<file path="config.mk">
export PLATFORM = sky130hd
export DESIGN_NAME = sha256_stream_hasher
export DESIGN_NICKNAME = d
export VERILOG_FILES = /design/src/rtl/core/shs_pkg.sv /design/src/rtl/core/sha256_stream_hasher.sv
export SDC_FILE = /design/constraint.sdc
export NUM_CORES = 2
export LEC_CHECK = 0
export ABC_AREA = 1
export BUFFER_PORTS_ARGS = -buffer_cell sky130_fd_sc_hd__buf_2
export CORE_UTILIZATION = 60
export DETAILED_ROUTE_END_ITERATION = 7
export PLACE_DENSITY = 0.76
export SKIP_CTS_REPAIR_TIMING = 1
export SLEW_MARGIN = 20
export SYNTH_ARGS = -nofsm -noshare
export SYNTH_HDL_FRONTEND = slang
export SYNTH_SLANG_ARGS = --single-unit
export TNS_END_PERCENT = 20
</file>
<file path="constraint.sdc">
create_clock -name clk -period 17.91 [get_ports clk]
set_clock_uncertainty 0.15 [all_clocks]
set_input_delay 2.6865 -clock clk [delete_from_list [all_inputs] [get_ports clk]]
set_output_delay 2.6865 -clock clk [all_outputs]
set_load 0.02 [all_outputs]
</file>
<file path="src/rtl/core/shs_pkg.sv">
// Constants and round functions of the SHA-256 stream hasher.
package shs_pkg;

	localparam int DIGEST_WORDS = 8;
	localparam int BLOCK_WORDS  = 16;
	localparam int ROUNDS       = 64;

	localparam logic [7:0] PAD_BYTE = 8'h80;

	function automatic logic [31:0] round_k(input logic [5:0] r);
		logic [31:0] k;
		case (r)
			6'd0: k = 32'h428a2f98;  6'd1: k = 32'h71374491;
			6'd2: k = 32'hb5c0fbcf;  6'd3: k = 32'he9b5dba5;
			6'd4: k = 32'h3956c25b;  6'd5: k = 32'h59f111f1;
			6'd6: k = 32'h923f82a4;  6'd7: k = 32'hab1c5ed5;
			6'd8: k = 32'hd807aa98;  6'd9: k = 32'h12835b01;
			6'd10: k = 32'h243185be; 6'd11: k = 32'h550c7dc3;
			6'd12: k = 32'h72be5d74; 6'd13: k = 32'h80deb1fe;
			6'd14: k = 32'h9bdc06a7; 6'd15: k = 32'hc19bf174;
			6'd16: k = 32'he49b69c1; 6'd17: k = 32'hefbe4786;
			6'd18: k = 32'h0fc19dc6; 6'd19: k = 32'h240ca1cc;
			6'd20: k = 32'h2de92c6f; 6'd21: k = 32'h4a7484aa;
			6'd22: k = 32'h5cb0a9dc; 6'd23: k = 32'h76f988da;
			6'd24: k = 32'h983e5152; 6'd25: k = 32'ha831c66d;
			6'd26: k = 32'hb00327c8; 6'd27: k = 32'hbf597fc7;
			6'd28: k = 32'hc6e00bf3; 6'd29: k = 32'hd5a79147;
			6'd30: k = 32'h06ca6351; 6'd31: k = 32'h14292967;
			6'd32: k = 32'h27b70a85; 6'd33: k = 32'h2e1b2138;
			6'd34: k = 32'h4d2c6dfc; 6'd35: k = 32'h53380d13;
			6'd36: k = 32'h650a7354; 6'd37: k = 32'h766a0abb;
			6'd38: k = 32'h81c2c92e; 6'd39: k = 32'h92722c85;
			6'd40: k = 32'ha2bfe8a1; 6'd41: k = 32'ha81a664b;
			6'd42: k = 32'hc24b8b70; 6'd43: k = 32'hc76c51a3;
			6'd44: k = 32'hd192e819; 6'd45: k = 32'hd6990624;
			6'd46: k = 32'hf40e3585; 6'd47: k = 32'h106aa070;
			6'd48: k = 32'h19a4c116; 6'd49: k = 32'h1e376c08;
			6'd50: k = 32'h2748774c; 6'd51: k = 32'h34b0bcb5;
			6'd52: k = 32'h391c0cb3; 6'd53: k = 32'h4ed8aa4a;
			6'd54: k = 32'h5b9cca4f; 6'd55: k = 32'h682e6ff3;
			6'd56: k = 32'h748f82ee; 6'd57: k = 32'h78a5636f;
			6'd58: k = 32'h84c87814; 6'd59: k = 32'h8cc70208;
			6'd60: k = 32'h90befffa; 6'd61: k = 32'ha4506ceb;
			6'd62: k = 32'hbef9a3f7; 6'd63: k = 32'hc67178f2;
			default: k = 32'h00000000;
		endcase
		return k;
	endfunction

	function automatic logic [31:0] initial_h(input logic [2:0] i);
		logic [31:0] h;
		case (i)
			3'd0: h = 32'h6a09e667;
			3'd1: h = 32'hbb67ae85;
			3'd2: h = 32'h3c6ef372;
			3'd3: h = 32'ha54ff53a;
			3'd4: h = 32'h510e527f;
			3'd5: h = 32'h9b05688c;
			3'd6: h = 32'h1f83d9ab;
			3'd7: h = 32'h5be0cd19;
			default: h = 32'h00000000;
		endcase
		return h;
	endfunction

	function automatic logic [31:0] big_sigma0(input logic [31:0] x);
		return {x[1:0], x[31:2]} ^ {x[12:0], x[31:13]} ^ {x[21:0], x[31:22]};
	endfunction

	function automatic logic [31:0] big_sigma1(input logic [31:0] x);
		return {x[5:0], x[31:6]} ^ {x[10:0], x[31:11]} ^ {x[24:0], x[31:25]};
	endfunction

	function automatic logic [31:0] small_sigma0(input logic [31:0] x);
		return {x[6:0], x[31:7]} ^ {x[17:0], x[31:18]} ^ {3'b000, x[31:3]};
	endfunction

	function automatic logic [31:0] small_sigma1(input logic [31:0] x);
		return {x[16:0], x[31:17]} ^ {x[18:0], x[31:19]} ^ {10'd0, x[31:10]};
	endfunction

endpackage

</file>
<file path="src/rtl/core/sha256_stream_hasher.sv">
// SHA-256 stream hasher: byte stream in, eight digest words out.
//
// Message bytes are taken one per cycle while the hasher is idle and packed into a 16-word
// block memory. When the 64th byte of a block is taken, input stalls while LOAD loads the
// working variables and starts the first block memory read, ROUND runs the 64 rounds, and
// UPDATE adds the result into the hash. On the last word the padding is written into the
// block memory one word per cycle, followed by one or two compressions and a DONE step
// that moves the digest into the output buffer. The digest leaves as eight words, word 0
// first, one per cycle when the receiver is ready, while the next message is already
// being taken.
module sha256_stream_hasher
	import shs_pkg::*;
(
	input  logic        clk,
	input  logic        arst_n,
	input  logic        s_axis_tvalid,
	output logic        s_axis_tready,
	input  logic [7:0]  s_axis_tdata,  // [7:0] byte_value
	input  logic        s_axis_tuser,  // [0] has_byte
	input  logic        s_axis_tlast,
	output logic        m_axis_tvalid,
	input  logic        m_axis_tready,
	output logic [31:0] m_axis_tdata,  // [31:0] digest_word
	output logic [2:0]  m_axis_tuser,  // [2:0] word_index
	output logic        m_axis_tlast
);

	localparam logic [2:0] ST_IDLE   = 3'd0;
	localparam logic [2:0] ST_LOAD   = 3'd1;
	localparam logic [2:0] ST_ROUND  = 3'd2;
	localparam logic [2:0] ST_UPDATE = 3'd3;
	localparam logic [2:0] ST_PAD    = 3'd4;
	localparam logic [2:0] ST_DONE   = 3'd5;

	logic [2:0]  state_q;
	logic [5:0]  fill_q;
	logic [54:0] blk_cnt_q;
	logic [23:0] acc_q;
	logic [63:0] total_q;
	logic [3:0]  pad_idx_q;
	logic        pad_first_q;
	logic        pad_len_q;
	logic        pend_pad_q;
	logic        final_q;
	logic [5:0]  rnd_q;

	logic [31:0] hash_q [DIGEST_WORDS];
	logic [31:0] v_q    [DIGEST_WORDS];
	logic [31:0] win_q  [BLOCK_WORDS];
	logic [31:0] out_q  [DIGEST_WORDS];
	logic [3:0]  out_cnt_q;
	logic [2:0]  out_idx_q;

	logic [31:0] blk_mem [BLOCK_WORDS];
	logic [31:0] rd_word_q;

	logic        in_acc;
	logic        out_acc;
	logic        blk_full;
	logic [5:0]  fill_inc;
	logic [5:0]  fill_new;
	logic [54:0] blk_new;
	logic        mem_we;
	logic [3:0]  mem_wa;
	logic [31:0] mem_wd;
	logic [3:0]  mem_ra;
	logic [31:0] head_word;
	logic [31:0] pad_word;
	logic [31:0] sched_w;
	logic [31:0] w_cur;
	logic [31:0] t1;
	logic [31:0] t2;

	assign s_axis_tready = (state_q == ST_IDLE);
	assign in_acc        = s_axis_tvalid && s_axis_tready;
	assign out_acc       = m_axis_tvalid && m_axis_tready;

	assign blk_full = s_axis_tuser && (fill_q == 6'd63);
	assign fill_inc = fill_q + 6'd1;
	assign fill_new = s_axis_tuser ? fill_inc : fill_q;
	assign blk_new  = blk_cnt_q + {54'd0, blk_full};

	always_comb begin
		case (fill_q[1:0])
			2'd0: head_word = {PAD_BYTE, 24'd0};
			2'd1: head_word = {acc_q[7:0], PAD_BYTE, 16'd0};
			2'd2: head_word = {acc_q[15:0], PAD_BYTE, 8'd0};
			2'd3: head_word = {acc_q, PAD_BYTE};
			default: head_word = 32'd0;
		endcase
		if (pad_len_q && pad_idx_q == 4'd14) begin
			pad_word = total_q[63:32];
		end else if (pad_len_q && pad_idx_q == 4'd15) begin
			pad_word = total_q[31:0];
		end else if (pad_first_q) begin
			pad_word = head_word;
		end else begin
			pad_word = 32'd0;
		end
	end

	always_comb begin
		mem_we = 1'b0;
		mem_wa = fill_q[5:2];
		mem_wd = {acc_q, s_axis_tdata};
		if (state_q == ST_PAD) begin
			mem_we = 1'b1;
			mem_wa = pad_idx_q;
			mem_wd = pad_word;
		end else if (in_acc && s_axis_tuser && fill_q[1:0] == 2'd3) begin
			mem_we = 1'b1;
		end
		mem_ra = (state_q == ST_ROUND) ? rnd_q[3:0] + 4'd1 : 4'd0;
	end

	always_ff @(posedge clk) begin
		if (mem_we) begin
			blk_mem[mem_wa] <= mem_wd;
		end
		rd_word_q <= blk_mem[mem_ra];
	end

	always_comb begin
		sched_w = win_q[0] + small_sigma0(win_q[1]) + win_q[9] + small_sigma1(win_q[14]);
		w_cur   = rnd_q[5:4] == 2'd0 ? rd_word_q : sched_w;
		t1 = v_q[7] + big_sigma1(v_q[4]) + ((v_q[4] & v_q[5]) ^ (~v_q[4] & v_q[6]))
			+ round_k(rnd_q) + w_cur;
		t2 = big_sigma0(v_q[0]) + ((v_q[0] & v_q[1]) ^ (v_q[0] & v_q[2]) ^ (v_q[1] & v_q[2]));
	end

	always_ff @(posedge clk) begin
		if (state_q == ST_LOAD) begin
			for (int i = 0; i < DIGEST_WORDS; i++) begin
				v_q[i] <= hash_q[i];
			end
		end else if (state_q == ST_ROUND) begin
			v_q[7] <= v_q[6];
			v_q[6] <= v_q[5];
			v_q[5] <= v_q[4];
			v_q[4] <= v_q[3] + t1;
			v_q[3] <= v_q[2];
			v_q[2] <= v_q[1];
			v_q[1] <= v_q[0];
			v_q[0] <= t1 + t2;
			for (int i = 0; i < BLOCK_WORDS - 1; i++) begin
				win_q[i] <= win_q[i + 1];
			end
			win_q[BLOCK_WORDS - 1] <= w_cur;
		end
		if (in_acc && s_axis_tuser) begin
			acc_q <= {acc_q[15:0], s_axis_tdata};
		end
		if (in_acc && s_axis_tlast) begin
			total_q <= {blk_new, fill_new, 3'b000};
		end
	end

	always_ff @(posedge clk or negedge arst_n) begin
		if (!arst_n) begin
			state_q     <= ST_IDLE;
			fill_q      <= 6'd0;
			blk_cnt_q   <= 55'd0;
			pad_idx_q   <= 4'd0;
			pad_first_q <= 1'b0;
			pad_len_q   <= 1'b0;
			pend_pad_q  <= 1'b0;
			final_q     <= 1'b0;
			rnd_q       <= 6'd0;
			for (int i = 0; i < DIGEST_WORDS; i++) begin
				hash_q[i] <= initial_h(3'(i));
			end
		end else begin
			case (state_q)
				ST_IDLE: begin
					if (in_acc) begin
						fill_q    <= fill_new;
						blk_cnt_q <= blk_new;
						if (blk_full) begin
							state_q     <= ST_LOAD;
							pend_pad_q  <= s_axis_tlast;
							pad_idx_q   <= 4'd0;
							pad_first_q <= 1'b1;
							pad_len_q   <= 1'b1;
						end else if (s_axis_tlast) begin
							state_q     <= ST_PAD;
							pad_idx_q   <= fill_new[5:2];
							pad_first_q <= 1'b1;
							pad_len_q   <= (fill_new < 6'd56);
						end
					end
				end
				ST_PAD: begin
					pad_first_q <= 1'b0;
					if (pad_idx_q == 4'd15) begin
						state_q    <= ST_LOAD;
						final_q    <= pad_len_q;
						pend_pad_q <= !pad_len_q;
						pad_idx_q  <= 4'd0;
						pad_len_q  <= 1'b1;
					end else begin
						pad_idx_q <= pad_idx_q + 4'd1;
					end
				end
				ST_LOAD: begin
					state_q <= ST_ROUND;
					rnd_q   <= 6'd0;
				end
				ST_ROUND: begin
					rnd_q <= rnd_q + 6'd1;
					if (rnd_q == 6'(ROUNDS - 1)) begin
						state_q <= ST_UPDATE;
					end
				end
				ST_UPDATE: begin
					for (int i = 0; i < DIGEST_WORDS; i++) begin
						hash_q[i] <= hash_q[i] + v_q[i];
					end
					if (final_q) begin
						state_q <= ST_DONE;
					end else if (pend_pad_q) begin
						state_q <= ST_PAD;
					end else begin
						state_q <= ST_IDLE;
					end
				end
				ST_DONE: begin
					if (out_cnt_q == 4'd0) begin
						state_q    <= ST_IDLE;
						fill_q     <= 6'd0;
						blk_cnt_q  <= 55'd0;
						final_q    <= 1'b0;
						pend_pad_q <= 1'b0;
						for (int i = 0; i < DIGEST_WORDS; i++) begin
							hash_q[i] <= initial_h(3'(i));
						end
					end
				end
				default: begin
					state_q <= ST_IDLE;
				end
			endcase
		end
	end

	always_ff @(posedge clk) begin
		if (state_q == ST_DONE && out_cnt_q == 4'd0) begin
			for (int i = 0; i < DIGEST_WORDS; i++) begin
				out_q[i] <= hash_q[i];
			end
		end else if (out_acc) begin
			for (int i = 0; i < DIGEST_WORDS - 1; i++) begin
				out_q[i] <= out_q[i + 1];
			end
		end
	end

	always_ff @(posedge clk or negedge arst_n) begin
		if (!arst_n) begin
			out_cnt_q <= 4'd0;
			out_idx_q <= 3'd0;
		end else if (state_q == ST_DONE && out_cnt_q == 4'd0) begin
			out_cnt_q <= 4'(DIGEST_WORDS);
			out_idx_q <= 3'd0;
		end else if (out_acc) begin
			out_cnt_q <= out_cnt_q - 4'd1;
			out_idx_q <= out_idx_q + 3'd1;
		end
	end

	assign m_axis_tvalid = (out_cnt_q != 4'd0);
	assign m_axis_tdata  = out_q[0];
	assign m_axis_tuser  = out_idx_q;
	assign m_axis_tlast  = (out_idx_q == 3'(DIGEST_WORDS - 1));

endmodule

</file>
# After elaboration in Yosys (flattened, before gate mapping)
# Memories as Yosys holds them, arrays and structs flattened. A register that Yosys moved wholly into a read port is not among the register bits.
# Index checks and enable logic that the tools add are counted.
[op_classes]
n_reduce_logical = 29
n_addsub = 25
n_bitwise = 32
eq_ne = 19
n_mux = 81
order_cmp = 1
[op_table]
columns = ["cell", "n"]
rows = [
  ["two-way mux 32 bit", 20],
  ["adder 32 bit", 18],
  ["case mux 256 bit (2 select lines)", 1],
  ["XOR 32 bit", 9],
  ["two-way mux 256 bit", 1],
  ["AND 32 bit", 5],
  ["case mux 32 bit (4 select lines)", 1],
  ["two-way mux 55 bit", 2],
  ["case mux 55 bit (2 select lines)", 1],
  ["adder 55 x 1 -> 55 bit", 1],
  ["two-way mux 4 bit", 8],
  ["NOT 32 bit", 1],
  ["XOR 32 x 22 -> 32 bit", 1],
  ["XOR 32 x 29 -> 32 bit", 1],
  ["two-way mux 3 bit", 10],
  ["two-way mux 1 bit", 26],
  ["case mux 6 bit (2 select lines)", 2],
  ["two-way mux 6 bit", 3],
  ["case mux 3 bit (6 select lines)", 1],
  ["OR 1 bit", 15],
  ["adder 6 x 1 -> 6 bit, second input constant", 2],
  ["== test 6 bit, second input constant", 2],
  ["nonzero test 2 bit", 6],
  ["AND reduction 5 bit", 2],
  ["other kinds (26)", 48],
]
[word_totals]
rom_bits = 2048
input_bits = 14
reg_bits = 426
mem_count = 5
ramBits = 1536
output_inout_bits = 38
[mem_list]
columns = ["name", "depth", "word_bits", "rd", "rd_clocked_by_memory_dff", "wr", "line_no", "rtl"]
rows = [
  ["(no name shown)", 64, 32, 1, 0, 0, "shs_pkg.sv:12", "case (r)"],
  ["blk_mem", 16, 32, 1, 1, 1, "sha256_stream_hasher.sv:54", "logic [31:0] blk_mem [BLOCK_WORDS];"],
  ["win_q", 16, 32, 16, 0, 16, "sha256_stream_hasher.sv:49", "logic [31:0] win_q [BLOCK_WORDS];"],
  ["out_q", 8, 32, 8, 0, 8, "sha256_stream_hasher.sv:50", "logic [31:0] out_q [DIGEST_WORDS];"],
  ["v_q", 8, 32, 8, 0, 8, "sha256_stream_hasher.sv:48", "logic [31:0] v_q [DIGEST_WORDS];"],
]

# Logic depth before layout (Yosys ltp)
# An unclocked memory read counts as a cell.
[logic_depth]
word_depth = 10
ltp_mapped = 47

# Worst setup path after synthesis
# OpenSTA, ideal clock, no wires.
[synth_path]
path_kind = "register to register"
start = "register state_q[1]"
end = "memory win_q[0][0], enable pin"
setup_slack_ns = 1.559
t_arrival_ns = 15.124
period_less_slack_ns = 16.351
stages_incl_launch_ff = 8
cell_sequence = "dfrtp_1 inv_2 nor2_1 inv_2 nor2_4 buf_2 clkbuf_1 clkbuf_1"
[synth_rtl]
columns = ["element", "line_no", "rtl"]
rows = [
  ["start: declaration", "sha256_stream_hasher.sv:35", "logic [2:0] state_q;"],
  ["start signal: assignment", "sha256_stream_hasher.sv:160", "state_q <= ST_IDLE;"],
  ["start signal: assignment", "sha256_stream_hasher.sv:179", "state_q <= ST_LOAD;"],
  ["start signal: assignment", "sha256_stream_hasher.sv:185", "state_q <= ST_PAD;"],
  ["end: declaration", "sha256_stream_hasher.sv:49", ""],
]

==> flow_summary.yaml <==
floorplan:
  die_x_um: 424
  fp-row-count: 154
  i_o_pin_count: 52
  design.core.area_um2: 176000
  chipHeight_um: 424
  die_area_um2: 180000
  starting_density_of_the_core_pct: 60.5
synthesis:
  ys.warnings.count: 0
  seq_area_frac_synth_pct: 54.4
  postSynthAreaPerCell_um2: 9.84
  postSynth.asyncResetShare_pct: 17.1
  synth-edff-count: 1621
  synthDistinctLibCells: 70
  post_synthesis_instance_area_um2: 107000
  synth.ff_latch_count: 1994
  synth_flop_cell: "edfxtp_1"
  synthesis.nets: 11500
  cell_count_after_synthesis: 10900
finish:
  layout-drive-gt1-share_pct: 6.92
  n_fill_cell: 13600
  nets: 11400
  syn_to_final_growth_pct: 8.78
  final-seq-area_um2: 58000
  final_area_um2: 116000
  mostFrequentLayoutCells: "nand2_1, edfxtp_1, inv_1"
  final_common_cell: "nand2_1"
  multi_input_area_um2: 41800
routing:
  vias: 84600
  drt.antenna.violating_nets: 0
  post_drt_wl_per_cell_um: 27.8
  vias_per_cell: 6.35
  detailedRoute.firstIterationViolations: 12200
  dr.pass1.iters: 8
  route.detailed.drc: 14
  wl_um: 370000
min_path:
  min_path_cells: 0
  holdCritPathClass: "register to register"
  worstHoldStart: "win_q[0][65]"
  min_to: "win_q[0][33]"
global_route:
  grt_max_degree: 176
  groute.usage.overall_pct: 40.8
  first_global_vias: 81300
  wire_length_of_the_first_global_routing_pass_um: 538000
  antenna_violations_before_repair: 13
  global_route.overflow_total: 0
setup_path:
  cpPeakStageDelay_ns: 0.71
  crit_start: "win_q[0][57]"
  crit_path_end_kind: "register"
  critical_path_arrival_ns: 11.66
  worstReg2RegStart: "win_q[0][57]"
  critical_path_class: "register to register"
  crit_slowest_cell: "o21ai_0"
  critical_path_required_ns: 18.34
  reg2reg_to: "v_q[0][26]"
  r2r_cells: 41
  critPathMostFrequentCell: "inv_1"
  setup.reg_to_reg.worst_slack_ns: 6.69
  crit_path_start_kind: "register"
  crit_fanout: 6
placement:
  detailed_place_hpwl_um: 264000
  place.port_buffers: 51
  routabilityCongestion: 1.05
  dpl-instance-area_um2: 109000
flow_run:
  max-cap-violations: 0
clocking:
  worst_setup_hold_path_clk_slew_ns: 0.07
  clock_latency_ns: 0.88
  cts_root_buf: "clkbuf_16"
  cts.path.max_buffers: 3
  cts-buffers-inserted: 199
  clock-sinks: 1994
  cts_tree: "yes"
  cts_htree_levels: 4
timing:
  max_freq_mhz: 89.1
  slew_headroom_pct: 15.0
  final_period_minus_worst_setup_slack_ns: 11.22
  timing.final.crit_share_pct: 62.7
  tightestPinTransition_ns: 1.27
  setup_violations: 0
  grt_setup_unrepaired: "no"
  report.final.slew_viol_count: 0
  timing.setup.tns_ns: 0
  hold_viol: 0
status:
  violations: "DRC"
  outcome: "finished, violations left"
## how the worst max path moves through the flow
stage / end / slack [ns] / cells after the start
global route: v_q[0][29] / 6.18 / 43
detailed placement: v_q[0][26] / 6.82 / 40
CTS: v_q[0][26] / 6.74 / 41
global placement: v_q[0][26] / 6.60 / 41
finish: v_q[0][26] / 6.69 / 41
floorplan: win_q[0][0] / 1.56 / 7
## worst max-delay path: cells and delay by family, from the launching register on
family          cells  cell delay (ns)
fa+ha+maj           9             4.20
simple gates       14             2.19
compound gates      7             2.12
xor+xnor            4             1.20
flops               1             0.59
buf+inv             7             0.45
## synth_stat cells, drive strengths merged (67+ instances only)
master	count	area, um^2
xnor2	189	1660
o221ai	147	1290
dfrtp	205	5130
o21ai	1210	6070
ha	411	5140
a21o	72	541
nand2	2064	7770
nand4	68	438
o21bai	67	503
fa	196	3920
a21oi	564	2820
dfstp	136	3570
inv	1403	5270
nor3	120	622
nor2	804	3090
clkbuf	328	1250
xor2	295	2580
o22ai	153	957
nand3	320	1620
edfxtp	1621	48700
buf	103	608
## area by class of cell
cell class | count | area share (%)
Clock inverter | 123 | 1.23
Inverter | 1406 | 4.57
Sequential cell | 1994 | 50.0
Timing Repair Buffer | 184 | 1.13
Multi-Input combinational cell | 7022 | 36.0
Tap cell | 2340 | 2.52
Clock buffer | 246 | 4.55
Antenna cell | 8 | 0.0172
## registers in the layout, indices dropped and copies added, names as in the netlist, 3 cells and up
signal        count
total_q          61
rnd_q             6
state_q           3
fill_q            6
hash_q          256
blk_cnt_q        55
v_q             256
blk_mem         512
win_q           512
m_axis_tuser      3
out_cnt_q         4
acc_q            24
rd_word_q        32
out_q           256
pad_idx_q         4
## per-layer routing
metal	GRT usage [%]	part of all wire [%]	wire, um
met1	56.1	38	142000
met4	19.8	5.7	21100
met3	9.18	12	44000
met2	61.6	44	164000
met5	0	0.013	49
## metrics by stage
stage / setup WS [ns] / utilization (%) / hold slack [ns] / instances
3_3_place_gp: 6.60 / 61.9 / 0.250 / 12900
2_1_floorplan: 1.56 / - / 0.250 / 10900
3_5_place_dp: 6.82 / 61.9 / 0.255 / 12900
5_1_grt: 6.18 / 65.8 / 0.268 / 13300
4_1_cts: 6.74 / 65.7 / 0.267 / 13300
6_report: 6.69 / 65.8 / 0.263 / 13300
## cell families after synthesis
logic type,after synthesis,synth area share [%]
compound gates,2452,13.1
xor+xnor,484,3.97
flops,1994,54.4
simple gates,3475,13.3
fa+ha+maj,611,8.53
buf+inv,1837,6.69
Power is not shown: default switching activity piles up to over one toggle a cycle in this logic, so the estimate is an artifact.
